--- config.mk ---
export PLATFORM = sky130hd
export DESIGN_NAME = curb_following_offset_controller
export DESIGN_NICKNAME = d
export VERILOG_FILES = /design/src/hdl/cfoc_pkg.sv /design/src/hdl/cfoc_front.sv /design/src/hdl/cfoc_queue.sv /design/src/hdl/cfoc_back.sv /design/src/hdl/curb_following_offset_controller.sv
export VERILOG_INCLUDE_DIRS = /design/src /design/src/hdl
export SDC_FILE = /design/constraint.sdc
export NUM_CORES = 1
export LEC_CHECK = 0
export ABC_AREA = 1
export BUFFER_PORTS_ARGS = -buffer_cell sky130_fd_sc_hd__buf_4
export CORE_ASPECT_RATIO = 1.4
export CORE_MARGIN = 4
export CORE_UTILIZATION = 40
export DETAILED_ROUTE_END_ITERATION = 16
export MAX_ROUTING_LAYER = met4
export PLACE_DENSITY = 0.62
export REMOVE_ABC_BUFFERS = 1
export SLEW_MARGIN = 20
export SYNTH_ARGS = -nofsm -noshare
export SYNTH_HDL_FRONTEND = slang
export SYNTH_HIERARCHICAL = 1
export SYNTH_SLANG_ARGS = --single-unit
export TNS_END_PERCENT = 20
--- constraint.sdc ---
create_clock -name i_clk -period 5.8 [get_ports i_clk]
set_input_delay 1.16 -clock i_clk [delete_from_list [all_inputs] [get_ports i_clk]]
set_output_delay 1.16 -clock i_clk [all_outputs]
set_load 0.005 [all_outputs]
--- src/hdl/curb_following_offset_controller_assert.svh ---
// Assertion macros shared by the controller modules.
`ifndef CURB_FOLLOWING_OFFSET_CONTROLLER_ASSERT_SVH
`define CURB_FOLLOWING_OFFSET_CONTROLLER_ASSERT_SVH

// Checked on every rising edge outside of reset.
`define CFOC_ASSERT(lbl, prop) \
    lbl: assert property (@(posedge i_clk) disable iff (!i_rst_n) prop) \
        else $error("%m: assertion failed");

// Checked on every rising edge, reset included.
`define CFOC_ASSERT_NORST(lbl, prop) \
    lbl: assert property (@(posedge i_clk) prop) \
        else $error("%m: assertion failed");

`endif

--- src/hdl/cfoc_pkg.sv ---
package cfoc_pkg;

    localparam int FIT_W      = 9;
    localparam int SP_W       = 15;
    localparam int STEP_W     = 15;
    localparam int HOLD_W     = 8;
    localparam int DELTA_W    = 16;
    localparam int MODE_W     = 3;
    localparam int CFG_IDX_W  = 3;
    localparam int CFG_DATA_W = 15;

    // Request kinds as they arrive in the mode field.
    localparam logic [MODE_W-1:0] MODE_TICK     = 3'd0;
    localparam logic [MODE_W-1:0] MODE_LEFT     = 3'd1;
    localparam logic [MODE_W-1:0] MODE_RIGHT    = 3'd2;
    localparam logic [MODE_W-1:0] MODE_NUDGE_UP = 3'd3;
    localparam logic [MODE_W-1:0] MODE_NUDGE_DN = 3'd4;
    localparam logic [MODE_W-1:0] MODE_TOGGLE   = 3'd5;

    // Configuration register indexes.
    localparam logic [CFG_IDX_W-1:0] CFG_LEFT_SP  = 3'd0;
    localparam logic [CFG_IDX_W-1:0] CFG_DEADBAND = 3'd1;
    localparam logic [CFG_IDX_W-1:0] CFG_FIT_THR  = 3'd2;
    localparam logic [CFG_IDX_W-1:0] CFG_MARGIN   = 3'd3;
    localparam logic [CFG_IDX_W-1:0] CFG_OSTEP    = 3'd4;
    localparam logic [CFG_IDX_W-1:0] CFG_PSTEP    = 3'd5;
    localparam logic [CFG_IDX_W-1:0] CFG_HOLDOFF  = 3'd6;

    localparam logic [HOLD_W-1:0] HOLD_MAX = 8'd255;
    localparam int RSP_RESET = 512;

    // Decoded request class, one-hot.
    localparam int OP_W = 7;
    typedef enum logic [OP_W-1:0] {
        OP_TICK     = 7'b0000001,
        OP_LEFT     = 7'b0000010,
        OP_RIGHT    = 7'b0000100,
        OP_NUDGE_UP = 7'b0001000,
        OP_NUDGE_DN = 7'b0010000,
        OP_TOGGLE   = 7'b0100000,
        OP_IDLE     = 7'b1000000
    } t_op;

    typedef struct packed {
        logic [SP_W-1:0]   left_sp;
        logic [SP_W-1:0]   deadband;
        logic [FIT_W-1:0]  fit_thr;
        logic [SP_W-1:0]   margin;
        logic [STEP_W-1:0] ostep;
        logic [STEP_W-1:0] pstep;
        logic [HOLD_W-1:0] holdoff;
    } t_cfg;

    localparam t_cfg CFG_RESET = '{
        left_sp:  15'd512,
        deadband: 15'd64,
        fit_thr:  9'd128,
        margin:   15'd512,
        ostep:    15'd192,
        pstep:    15'd38,
        holdoff:  8'd2
    };

endpackage

--- src/hdl/cfoc_front.sv ---
module cfoc_front import cfoc_pkg::*; (
    input  logic              i_valid,
    output logic              o_ready,
    input  logic [MODE_W-1:0] i_mode,
    input  logic              i_q_full,
    output logic              o_push,
    output t_op               o_op
);

    assign o_ready = !i_q_full;
    assign o_push  = i_valid && !i_q_full;

    // Unused mode codes become idle requests that only report state.
    always_comb begin
        unique case (i_mode)
            MODE_TICK:     o_op = OP_TICK;
            MODE_LEFT:     o_op = OP_LEFT;
            MODE_RIGHT:    o_op = OP_RIGHT;
            MODE_NUDGE_UP: o_op = OP_NUDGE_UP;
            MODE_NUDGE_DN: o_op = OP_NUDGE_DN;
            MODE_TOGGLE:   o_op = OP_TOGGLE;
            default:       o_op = OP_IDLE;
        endcase
    end

endmodule

--- src/hdl/cfoc_queue.sv ---
`include "curb_following_offset_controller_assert.svh"

module cfoc_queue import cfoc_pkg::*; #(
    parameter int WIDTH = 32
) (
    input  logic             i_clk,
    input  logic             i_rst_n,
    input  logic             i_push,
    input  logic [WIDTH-1:0] i_data,
    output logic             o_full,
    output logic             o_valid,
    input  logic             i_pop,
    output logic [WIDTH-1:0] o_data
);

    localparam int DEPTH = 2;
    localparam int PTR_W = $clog2(DEPTH);
    localparam int CNT_W = $clog2(DEPTH + 1);

    logic [WIDTH-1:0] r_mem [DEPTH];
    logic [PTR_W-1:0] r_wp, r_rp;
    logic [CNT_W-1:0] r_cnt;

    assign o_full  = (r_cnt == CNT_W'(DEPTH));
    assign o_valid = (r_cnt != '0);
    assign o_data  = r_mem[r_rp];

    always_ff @(posedge i_clk) begin
        if (i_push) begin
            r_mem[r_wp] <= i_data;
        end
    end

    always_ff @(posedge i_clk) begin
        if (!i_rst_n) begin
            r_wp  <= '0;
            r_rp  <= '0;
            r_cnt <= '0;
        end else begin
            if (i_push) begin
                r_wp <= r_wp + PTR_W'(1);
            end
            if (i_pop) begin
                r_rp <= r_rp + PTR_W'(1);
            end
            if (i_push && !i_pop) begin
                r_cnt <= r_cnt + CNT_W'(1);
            end else if (i_pop && !i_push) begin
                r_cnt <= r_cnt - CNT_W'(1);
            end
        end
    end

    `CFOC_ASSERT_NORST(a_q_reset_empty, !i_rst_n |=> (r_cnt == '0))
    `CFOC_ASSERT(a_q_no_overflow, i_push |-> !o_full)
    `CFOC_ASSERT(a_q_pop_valid, i_pop |-> o_valid)
    `CFOC_ASSERT(a_q_count_up, (i_push && !i_pop) |=> (r_cnt == $past(r_cnt) + CNT_W'(1)))

endmodule

--- src/hdl/cfoc_back.sv ---
`include "curb_following_offset_controller_assert.svh"

module cfoc_back import cfoc_pkg::*; #(
    parameter int DIST_WIDTH = 16,
    parameter int SUM_WIDTH  = 32
) (
    input  logic                         i_clk,
    input  logic                         i_rst_n,
    input  t_cfg                         i_cfg,
    input  logic                         i_q_valid,
    output logic                         o_q_pop,
    input  t_op                          i_op,
    input  logic signed [DIST_WIDTH-1:0] i_dist,
    input  logic [FIT_W-1:0]             i_fit,
    output logic                         o_valid,
    input  logic                         i_ready,
    output logic signed [DELTA_W-1:0]    o_od,
    output logic signed [DELTA_W-1:0]    o_pd,
    output logic signed [SUM_WIDTH-1:0]  o_ot,
    output logic signed [SUM_WIDTH-1:0]  o_pt,
    output logic                         o_enabled,
    output logic                         o_lrel,
    output logic                         o_rrel
);

    // The right setpoint must hold its reset value even for narrow distances.
    localparam int RSP_W = (DIST_WIDTH > 11) ? DIST_WIDTH : 11;
    localparam int CW    = ((DIST_WIDTH > SP_W) ? DIST_WIDTH : SP_W) + 3;
    localparam logic signed [CW-1:0] D_MAX = (CW'(1) <<< (DIST_WIDTH - 1)) - CW'(1);
    localparam logic signed [CW-1:0] D_MIN = -D_MAX - CW'(1);
    localparam logic signed [SUM_WIDTH-1:0] S_MAX = {1'b0, {(SUM_WIDTH-1){1'b1}}};
    localparam logic signed [SUM_WIDTH-1:0] S_MIN = {1'b1, {(SUM_WIDTH-1){1'b0}}};

    function automatic logic signed [SUM_WIDTH-1:0] f_sat(input logic signed [SUM_WIDTH:0] x);
        logic signed [SUM_WIDTH-1:0] res;
        if (x[SUM_WIDTH] != x[SUM_WIDTH-1]) begin
            res = x[SUM_WIDTH] ? S_MIN : S_MAX;
        end else begin
            res = x[SUM_WIDTH-1:0];
        end
        return res;
    endfunction

    logic signed [DIST_WIDTH-1:0] r_lofs, n_lofs, r_rofs, n_rofs;
    logic [FIT_W-1:0]             r_lfit, n_lfit, r_rfit, n_rfit;
    logic signed [RSP_W-1:0]      r_rsp, n_rsp;
    logic [HOLD_W-1:0]            r_hold, n_hold;
    logic                         r_act, n_act;
    logic signed [SUM_WIDTH-1:0]  r_osum, n_osum, r_psum, n_psum;
    logic signed [DELTA_W-1:0]    n_od, n_pd;
    logic                         r_ovalid;

    logic signed [CW-1:0] w_ld, w_rd, w_lsp, w_rsp, w_db, w_sp_raw, w_sp_sat;
    logic                 w_due, w_lrel, w_rrel, w_decide;
    logic                 w_l_below, w_l_above, w_r_below, w_r_above;
    logic                 w_move_r, w_move_l;
    logic signed [DELTA_W-1:0]   w_ostep, w_pstep;
    logic signed [SUM_WIDTH:0]   w_osum_x, w_psum_x, w_ostep_x, w_pstep_x;
    logic signed [SUM_WIDTH-1:0] w_os_up, w_os_dn, w_ps_up, w_ps_dn;

    assign o_q_pop = i_q_valid && (!r_ovalid || i_ready);
    assign o_valid = r_ovalid;

    // Band compares for both curbs run side by side; the fit test picks one.
    always_comb begin
        w_ld  = CW'(r_lofs);
        w_rd  = -CW'(r_rofs);
        w_lsp = CW'(i_cfg.left_sp);
        w_rsp = CW'(r_rsp);
        w_db  = CW'(i_cfg.deadband);

        w_l_below = w_ld < (w_lsp - w_db);
        w_l_above = w_ld > (w_lsp + w_db);
        w_r_below = w_rd < (w_rsp - w_db);
        w_r_above = w_rd > (w_rsp + w_db);

        w_due    = r_hold > i_cfg.holdoff;
        w_lrel   = r_lfit >= i_cfg.fit_thr;
        w_rrel   = r_rfit >= i_cfg.fit_thr;
        w_decide = (i_op == OP_TICK) && w_due && r_act;

        w_move_r = w_decide && (w_lrel ? w_l_below : (w_rrel && w_r_above));
        w_move_l = w_decide && (w_lrel ? w_l_above : (w_rrel && w_r_below));

        w_sp_raw = CW'(r_lofs) - CW'(r_rofs) - CW'(i_cfg.margin);
        if (w_sp_raw > D_MAX) begin
            w_sp_sat = D_MAX;
        end else if (w_sp_raw < D_MIN) begin
            w_sp_sat = D_MIN;
        end else begin
            w_sp_sat = w_sp_raw;
        end
    end

    // Both saturated totals are formed ahead of the decision and then selected.
    always_comb begin
        w_ostep   = DELTA_W'(i_cfg.ostep);
        w_pstep   = DELTA_W'(i_cfg.pstep);
        w_osum_x  = (SUM_WIDTH+1)'(r_osum);
        w_psum_x  = (SUM_WIDTH+1)'(r_psum);
        w_ostep_x = (SUM_WIDTH+1)'(i_cfg.ostep);
        w_pstep_x = (SUM_WIDTH+1)'(i_cfg.pstep);
        w_os_up   = f_sat(w_osum_x + w_ostep_x);
        w_os_dn   = f_sat(w_osum_x - w_ostep_x);
        w_ps_up   = f_sat(w_psum_x + w_pstep_x);
        w_ps_dn   = f_sat(w_psum_x - w_pstep_x);
    end

    always_comb begin
        n_lofs = r_lofs;
        n_rofs = r_rofs;
        n_lfit = r_lfit;
        n_rfit = r_rfit;
        n_rsp  = r_rsp;
        n_hold = r_hold;
        n_act  = r_act;
        n_osum = r_osum;
        n_psum = r_psum;
        n_od   = '0;
        n_pd   = '0;
        if (o_q_pop) begin
            unique case (i_op)
                OP_TICK: begin
                    if (w_decide && w_lrel && w_rrel) begin
                        n_rsp = RSP_W'(w_sp_sat);
                    end
                    if (w_move_r) begin
                        n_od   = w_ostep;
                        n_pd   = -w_pstep;
                        n_osum = w_os_up;
                        n_psum = w_ps_dn;
                        n_hold = '0;
                    end else if (w_move_l) begin
                        n_od   = -w_ostep;
                        n_pd   = w_pstep;
                        n_osum = w_os_dn;
                        n_psum = w_ps_up;
                        n_hold = '0;
                    end else if (r_hold != HOLD_MAX) begin
                        n_hold = r_hold + HOLD_W'(1);
                    end
                end
                OP_LEFT: begin
                    n_lofs = i_dist;
                    n_lfit = i_fit;
                end
                OP_RIGHT: begin
                    n_rofs = i_dist;
                    n_rfit = i_fit;
                end
                OP_NUDGE_UP: begin
                    n_od   = w_ostep;
                    n_osum = w_os_up;
                end
                OP_NUDGE_DN: begin
                    n_od   = -w_ostep;
                    n_osum = w_os_dn;
                end
                OP_TOGGLE: begin
                    n_act = !r_act;
                end
                OP_IDLE: begin
                    n_act = r_act;
                end
                default: begin
                    n_act = r_act;
                end
            endcase
        end
    end

    always_ff @(posedge i_clk) begin
        if (!i_rst_n) begin
            r_lofs   <= '0;
            r_rofs   <= '0;
            r_lfit   <= '0;
            r_rfit   <= '0;
            r_rsp    <= RSP_W'(RSP_RESET);
            r_hold   <= '0;
            r_act    <= 1'b0;
            r_osum   <= '0;
            r_psum   <= '0;
            r_ovalid <= 1'b0;
        end else begin
            r_lofs <= n_lofs;
            r_rofs <= n_rofs;
            r_lfit <= n_lfit;
            r_rfit <= n_rfit;
            r_rsp  <= n_rsp;
            r_hold <= n_hold;
            r_act  <= n_act;
            r_osum <= n_osum;
            r_psum <= n_psum;
            if (o_q_pop) begin
                r_ovalid <= 1'b1;
            end else if (i_ready) begin
                r_ovalid <= 1'b0;
            end
        end
    end

    // Result register; the flags report the state left by the request.
    always_ff @(posedge i_clk) begin
        if (o_q_pop) begin
            o_od      <= n_od;
            o_pd      <= n_pd;
            o_ot      <= n_osum;
            o_pt      <= n_psum;
            o_enabled <= n_act;
            o_lrel    <= n_lfit >= i_cfg.fit_thr;
            o_rrel    <= n_rfit >= i_cfg.fit_thr;
        end
    end

    `CFOC_ASSERT(a_b_one_dir, !(w_move_r && w_move_l))
    `CFOC_ASSERT(a_b_hold_clear, (o_q_pop && (w_move_r || w_move_l)) |=> (r_hold == '0))
    `CFOC_ASSERT(a_b_sum_stable, !o_q_pop |=> ($stable(r_osum) && $stable(r_psum)))

endmodule

--- src/hdl/curb_following_offset_controller.sv ---
// Channel   Direction  Handshake                      Payload
// s_axis    in         s_axis_tvalid / s_axis_tready  tuser: mode; tdata: distance, fit
// m_axis    out        m_axis_tvalid / m_axis_tready  tdata: deltas, totals, flags
// cfg       in         i_cfg_we (no wait)             i_cfg_idx, i_cfg_data
//
// One request is taken per cycle and one result leaves per cycle while the
// output side keeps taking them; a request passes the queue and the result
// register before its result is presented. The rate is set by the execute
// stage, which applies one request per cycle to the controller state unless
// the output stalls; a two-entry queue sits between decode and execute.
// Reset is synchronous and active low; it restores the register defaults and
// the controller state, and empties the queue and the result register.
// A stalled output fills the queue, after which s_axis_tready drops.
`include "curb_following_offset_controller_assert.svh"

module curb_following_offset_controller import cfoc_pkg::*; #(
    parameter int DIST_WIDTH = 16,
    parameter int SUM_WIDTH  = 32
) (
    input  logic                  i_clk,
    input  logic                  i_rst_n,
    // Request channel.
    input  logic                  s_axis_tvalid,
    output logic                  s_axis_tready,
    // tdata from bit 0: curb_distance (DIST_WIDTH, signed), fit_quality (9), zero fill.
    input  logic [((DIST_WIDTH + FIT_W + 7) / 8) * 8 - 1:0] s_axis_tdata,
    // tuser: mode (3).
    input  logic [MODE_W-1:0]     s_axis_tuser,
    // Result channel.
    output logic                  m_axis_tvalid,
    input  logic                  m_axis_tready,
    // tdata from bit 0: orientation_delta (16), position_delta (16),
    // orientation_total (SUM_WIDTH), position_total (SUM_WIDTH), enabled,
    // left_reliable, right_reliable, zero fill.
    output logic [((2 * DELTA_W + 2 * SUM_WIDTH + 3 + 7) / 8) * 8 - 1:0] m_axis_tdata,
    // Register write port.
    input  logic                  i_cfg_we,
    input  logic [CFG_IDX_W-1:0]  i_cfg_idx,
    input  logic [CFG_DATA_W-1:0] i_cfg_data
);

    localparam int OUT_W  = 2 * DELTA_W + 2 * SUM_WIDTH + 3;
    localparam int OUT_TW = ((OUT_W + 7) / 8) * 8;
    localparam int Q_W    = OP_W + DIST_WIDTH + FIT_W;

    t_cfg r_cfg;

    // Register file. Writes to an index beyond the list are ignored.
    always_ff @(posedge i_clk) begin
        if (!i_rst_n) begin
            r_cfg <= CFG_RESET;
        end else if (i_cfg_we) begin
            unique case (i_cfg_idx)
                CFG_LEFT_SP:  r_cfg.left_sp  <= i_cfg_data;
                CFG_DEADBAND: r_cfg.deadband <= i_cfg_data;
                CFG_FIT_THR:  r_cfg.fit_thr  <= i_cfg_data[FIT_W-1:0];
                CFG_MARGIN:   r_cfg.margin   <= i_cfg_data;
                CFG_OSTEP:    r_cfg.ostep    <= i_cfg_data;
                CFG_PSTEP:    r_cfg.pstep    <= i_cfg_data;
                CFG_HOLDOFF:  r_cfg.holdoff  <= i_cfg_data[HOLD_W-1:0];
                default:      r_cfg          <= r_cfg;
            endcase
        end
    end

    // Front: decode the mode and push the request into the queue.
    logic q_full, q_push, q_valid, q_pop;
    t_op  front_op, back_op;
    logic [Q_W-1:0] q_wdata, q_rdata;
    logic signed [DIST_WIDTH-1:0] back_dist;
    logic [FIT_W-1:0] back_fit;

    cfoc_front u_front (
        .i_valid  (s_axis_tvalid),
        .o_ready  (s_axis_tready),
        .i_mode   (s_axis_tuser),
        .i_q_full (q_full),
        .o_push   (q_push),
        .o_op     (front_op)
    );

    assign q_wdata = {front_op, s_axis_tdata[DIST_WIDTH-1:0],
                      s_axis_tdata[DIST_WIDTH+FIT_W-1:DIST_WIDTH]};

    cfoc_queue #(.WIDTH(Q_W)) u_queue (
        .i_clk   (i_clk),
        .i_rst_n (i_rst_n),
        .i_push  (q_push),
        .i_data  (q_wdata),
        .o_full  (q_full),
        .o_valid (q_valid),
        .i_pop   (q_pop),
        .o_data  (q_rdata)
    );

    assign back_op   = t_op'(q_rdata[Q_W-1:DIST_WIDTH+FIT_W]);
    assign back_dist = q_rdata[DIST_WIDTH+FIT_W-1:FIT_W];
    assign back_fit  = q_rdata[FIT_W-1:0];

    // Back: apply the request to the controller state and hold the result.
    logic signed [DELTA_W-1:0]   res_od, res_pd;
    logic signed [SUM_WIDTH-1:0] res_ot, res_pt;
    logic                        res_en, res_lrel, res_rrel;

    cfoc_back #(
        .DIST_WIDTH (DIST_WIDTH),
        .SUM_WIDTH  (SUM_WIDTH)
    ) u_back (
        .i_clk     (i_clk),
        .i_rst_n   (i_rst_n),
        .i_cfg     (r_cfg),
        .i_q_valid (q_valid),
        .o_q_pop   (q_pop),
        .i_op      (back_op),
        .i_dist    (back_dist),
        .i_fit     (back_fit),
        .o_valid   (m_axis_tvalid),
        .i_ready   (m_axis_tready),
        .o_od      (res_od),
        .o_pd      (res_pd),
        .o_ot      (res_ot),
        .o_pt      (res_pt),
        .o_enabled (res_en),
        .o_lrel    (res_lrel),
        .o_rrel    (res_rrel)
    );

    assign m_axis_tdata = OUT_TW'({res_rrel, res_lrel, res_en, res_pt, res_ot, res_pd, res_od});

    // A request is only taken when the queue has room for it.
    `CFOC_ASSERT(a_top_push_room, (s_axis_tvalid && s_axis_tready) |-> !q_full)
    `CFOC_ASSERT(a_top_ready_q, s_axis_tready == !q_full)
    `CFOC_ASSERT(a_top_pop_q, q_pop |-> q_valid)

endmodule

Word-level counts from Yosys, hierarchy flattened
Memories as Yosys holds them, arrays and structs flattened. A register that Yosys moved wholly into a read port is not among the register bits.
Index checks and enable logic that the tools add are counted.
Storage, ports and cells
  register bits: 335
  memory bits (writable): 64
  bits of input ports: 58
  output and inout port bits: 106
  word-level logic and storage cells: 158
  memories kept: 1
Memory list
  u_queue.r_mem: words 2, bits a word 32, rd ports 1, clocked after Yosys merged registers in 1, wr ports 1, line cfoc_queue.sv:20  | logic [WIDTH-1:0] r_mem [DEPTH];
Cells by class
  add/sub/neg operators: 18
  magnitude comparators: 11
  eq/ne operators: 23
  muxes and demuxes: 43
  reductions and logical operators: 35
Operator list (count)
  $mux W32: 15
  $pmux W32 S3: 1
  $mux W16: 5
  $add A32 B16 Y33: 2
  $sub A32 B16 Y33: 2
  $pmux W16 S3: 1
  $pmux W7 S6: 1
  $ge A9 B9 Y1: 4
  $mux W9: 4
  $sub A16 B16 Y17: 2
  $neg A15 Y16: 2
  $mux W8: 3
  $gt A19 B16 Y1 const B: 1
  $gt A19 B19 Y1: 1
  $lt A19 B16 Y1 const B: 1
  $lt A19 B19 Y1: 1
  $neg A16 Y19: 1
  $sub A19 B15 Y19: 1
  $reduce_and A2 Y1: 9
  $add A16 B16 Y17: 1
  $gt A16 B17 Y1: 1
  $add A15 B15 Y16: 1
  $lt A16 B16 Y1: 1
  $sub A15 B15 Y16: 1
  27 further kinds: 68

Logic depth before layout (Yosys ltp)
  depth in word-level cells: 9
  depth in mapped cells: 38
  mapped depth without buffers: 35

By module
Netlist, hierarchy kept.
Modules (own cells, without submodules)
  cfoc_back: times used 1, cells each 3682, area an instance 24512.3 µm²
  curb_following_offset_controller: times used 1, cells each 532, area an instance 3726.1 µm²
  cfoc_queue: times used 1, cells each 135, area an instance 2693.8 µm²
  cfoc_front: times used 1, cells each 18, area an instance 67.6 µm²

Worst setup path after synthesis
No wires, ideal clock.
  kind: input to register
  from: input m_axis_tready
  to: register u_back.o_pt[10] (data pin)
  data arrival time: 4737 ps
  required time: 5668 ps
  setup slack: 931 ps
  stages on the path: 10
  path buffers: 2
  cells stage by stage: inv_1 nand2_1 nand2_1 inv_1 nand2_1 inv_1 clkbuf_1 clkbuf_1 nand3_1 nand2_1
Between the ends
  longest elaborated chain between the ends: 3
RTL lines
  start, declared: line curb_following_offset_controller.sv:31  | input logic m_axis_tready,
  $logic_or A1 B1 Y1: line cfoc_back.sv:61  | assign o_q_pop = i_q_valid && (!r_ovalid || i_ready);
  $logic_and A1 B1 Y1: line cfoc_back.sv:61
  net q_pop: line curb_following_offset_controller.sv:67  | logic q_full, q_push, q_valid, q_pop;
  $mux W32: line cfoc_back.sv:121  | if (o_q_pop) begin
  net u_back.n_psum[10]: line cfoc_back.sv:49  | logic signed [SUM_WIDTH-1:0] r_osum, n_osum, r_psum, n_psum;
  end signal, assigned: line cfoc_back.sv:208  | o_pt <= n_psum;
  end, declared: line cfoc_back.sv:20  | output logic signed [SUM_WIDTH-1:0] o_pt,
The timed path passes the listed nets, and every way through them passes these cells.
A chain may end at the register's enable or synchronous reset.

Final worst setup path
  from: register r_cfg[65] (netlist name)
  to: register u_back.o_pt[6] (data pin)
Between the ends
  longest elaborated chain between the ends: 9
  elaborated cells on any way between the ends: 18
RTL lines
  start, declared: line curb_following_offset_controller.sv:46  | t_cfg r_cfg;
  start signal, assigned: line curb_following_offset_controller.sv:61  | default: r_cfg <= r_cfg;
  $sub A16 B16 Y17: line cfoc_back.sv:74  | w_r_below = w_rd < (w_rsp - w_db);
  $lt A19 B19 Y1: line cfoc_back.sv:74
  $logic_and A1 B1 Y1: line cfoc_back.sv:83  | w_move_l = w_decide && (w_lrel ? w_l_above : (w_rrel && w_r_below));
  $mux W1: line cfoc_back.sv:83
  $logic_and A1 B1 Y1: line cfoc_back.sv:83
  $mux W32: line cfoc_back.sv:133  | end else if (w_move_l) begin
  $mux W32 (*): line cfoc_back.sv:127  | if (w_move_r) begin
  $mux W32 (*): line cfoc_back.sv:122  | unique case (i_op)
  $mux W32 (*): line cfoc_back.sv:121
  net u_back.n_psum[6]: line cfoc_back.sv:49
Mark *: on every way through the listed nets, which the timed path passes. The rest lies on a longest branch.

==> metrics <==
Worst Setup Path Type flip-flop to flip-flop; dpl hpwl 74.3 mm; max-slew violations 0; #FFs+latches synth 400; total number of vias 28554; Hold Slack 481 ps; first-iteration detailed-routing DRC count 1898; Levels on crit path 25; crit-path max cell delay 510 ps; crit path DAT 5890 ps; total global-route track usage 0.241; wire per inst 18.0 um; starting density of the core 0.404; routability-driven placement congestion ratio 1.00; Slew HR 0.414; Final Cell Area 34300 um2; final worst setup slack 328 ps; number of flops mapped to enable cells by yosys 163; Post-Syn Area 31000 um2; crit-path max FO 36; Synth Instances 4367; global-route wire length before repair 153 mm; First-pass DRT Iterations 6; CP top delay family simple AND/OR/NAND/NOR gates; CTS buffer count 43; Crit. End Element flip-flop; # DRC 0; grt ovf 0; Final period util 0.943; top_reg_cell synth dfxtp_1; Syn. warnings 6; Core Region 76700 um2; Crit-path slowest cell o41ai_1; final setup vio count 0; Clock Path Buffers 3; Critical Path RT 6210 ps; most frequent CP cell nand2_1; Util after Layout 0.447; Cell Pwr Density 314 nW/um2; clk sinks 400; post-synthesis sequential area ratio 0.311; leak pwr 17.0 nW; status completed; fin nets 4742; Chip Height 337 um; Async S/R FF share, synth 0; clock transition at the registers of the reported paths 60 ps; DP Worst Slack 445 ps; Fin. Hold Viols 0; Area Overhead vs Synth 10.5%; CP Launch Type flip-flop; largest net degree at the start of global routing 62; Cell variety after synth 66; vias in the first global route 27391; drt total wl 98.7 mm; unrepaired setup endpoints after global routing true; Worst Hold Class flip-flop to flip-flop; Avg Inst Size Synth 7.10 um2; share of layout cells above drive strength 1 0.102; final critical-path required period 5470 ps; max capacitance violation total 0; Fin Setup TNS 0 ps; hold buffers post-CTS 0; clk root buf clkbuf_16; H-tree levels 2; Max IR drop VDD 250 uV; Via-to-Cell Ratio 5.21; CTS tree built; clock skew 36.6 ps; Worst Reg2Reg Path Length in Cells 25; initial antenna violation count 3; die width 243 um; Ports 164; cell area after placement 32700 um2; Slew @ Worst Pin 868 ps; Clock Latency Late Sink 600 ps; WHS Path Cells 2; Port-buffer cells 151; row count 120; Die Area 82100 um2; Antenna Nets Post-Route 0; FMAX 183 MHz; CP bufs+invs 3
-- logic make-up (layout without fill, tap and decap cells) --
family          after synthesis  in the layout  synth area share
simple gates               2184           2184             0.303
compound gates              603            603             0.107
fa+ha+maj                   275            275             0.117
buf+inv                     689            761            0.0946
mux                          32             32            0.0153
xor+xnor                    183            183            0.0517
flops                       400            400             0.311
other cells                   1              8          0.000121
-- path summary, 6_finish.rpt --
path	from	to	slack, ps
worst max-delay path	r_cfg[65]$_SDFFE_PN0P_	u_back/o_pt[6]$_DFFE_PP_	330
worst min-delay path	r_cfg[41]$_SDFFE_PN0P_	r_cfg[41]$_SDFFE_PN0P_	480
worst max register to register	r_cfg[65]$_SDFFE_PN0P_	u_back/o_pt[6]$_DFFE_PP_	330
worst min register to register	r_cfg[41]$_SDFFE_PN0P_	r_cfg[41]$_SDFFE_PN0P_	480
-- cells in the mapped netlist (5+ instances only) --
cell        n  area (um2)
nand2_1   981        3680
nor2_1    551        2070
inv_1     453        1700
nand3_1   407        2040
a21oi_1   270        1350
ha_1      252        3150
dfxtp_1   237        4740
o21ai_0   170         851
xor2_1    168        1470
edfxtp_1  163        4890
clkbuf_1   80         300
buf_2      60         300
nand4_1    58         363
nor3_1     54         270
o21ai_1    45         225
buf_4      31         233
inv_2      31         116
mux2_4     30         450
o22ai_1    28         175
or2_2      27         169
nor2_2     26         163
fa_1       23         460
nand2_2    22         138
o21bai_1   17         128
xnor2_1    15         131
nor4_1     13        81.3
buf_6      12         135
a21oi_2    11        96.3
a31oi_1    11        68.8
buf_1      11        41.3
nand3b_1   11        82.6
nor2_4     10         113
a21o_1      7        52.6
nand3_2     7        70.1
a21boi_0    6        45.0
a211oi_1    5        37.5
o211ai_1    5        37.5
o21ai_2     5        43.8
-- stage by stage --
step,power [mW],std cells
floorplan,6.24,4171
global placement,7.77,5401
detailed placement,7.82,5401
CTS,10.9,5480
global route,11.4,5483
finish,10.8,5483
-- registers in the layout, indices dropped and copies added, names as in the netlist, 2 cells and up, named ones only --
register	cells
u_back/r_psum	32
u_back/r_rofs	16
u_back/r_lfit	9
u_back/o_ot	32
u_back/o_pd	16
r_cfg	92
u_back/r_rsp	16
u_back/r_rfit	9
u_back/r_osum	32
u_queue/r_cnt	2
u_back/o_od	16
u_queue/r_mem	64
u_back/r_hold	8
u_back/o_pt	32
u_back/r_lofs	16
-- cells in the final DEF (no fill, tap or decap), types with 11 or more instances in the layout --
| cell type | n |
|---|---|
| a21oi_1 | 270 |
| a21oi_2 | 11 |
| a31oi_1 | 11 |
| buf_4 | 189 |
| clkbuf_16 | 45 |
| dfxtp_1 | 236 |
| edfxtp_1 | 163 |
| fa_1 | 23 |
| ha_1 | 252 |
| inv_1 | 452 |
| inv_2 | 31 |
| mux2_4 | 30 |
| nand2_1 | 980 |
| nand2_2 | 23 |
| nand3_1 | 407 |
| nand3b_1 | 11 |
| nand4_1 | 58 |
| nor2_1 | 549 |
| nor2_2 | 26 |
| nor2_4 | 12 |
| nor3_1 | 54 |
| nor4_1 | 13 |
| o21ai_0 | 170 |
| o21ai_1 | 44 |
| o21bai_1 | 17 |
| o22ai_1 | 28 |
| or2_2 | 27 |
| xnor2_1 | 15 |
| xor2_1 | 168 |
-- where the power goes --
part	internal, mW	switching (mW)
clock	1.79	1.23
combinational	1.40	2.61
sequential	3.51	0.231
-- final cells by class --
type / instances / area (um2)
Clock inverter: 23 / 317
Sequential cell: 400 / 9640
Clock buffer: 56 / 1210
Inverter: 489 / 1840
Antenna cell: 3 / 7.51
Fill cell: 7929 / 42500
Timing Repair Buffer: 193 / 1490
Tap cell: 1037 / 1300
Multi-Input combinational cell: 3282 / 18500
-- tightest hold or removal path, stage by stage, from the launching register on --
cell	delay (ps)
dfxtp_1	320
nor2_1	50
nor2_1	80
-- timing repair --
action | in CTS | in global routing
gates resized for setup | 0 | 4
buffers inserted | 0 | 0
endpoints found under the setup margin | 0 | 7
-- routing by layer --
layer / vias to the layer above / track usage / routed length [um]
li1: 14346 / - / -
met4: 0 / 0.102 / 4580
met5: - / - / 0
met2: 809 / 0.416 / 47900
met3: 216 / 0.0281 / 4900
met1: 13183 / 0.285 / 41300
No activity file was read; power rests on OpenSTA's default activity.
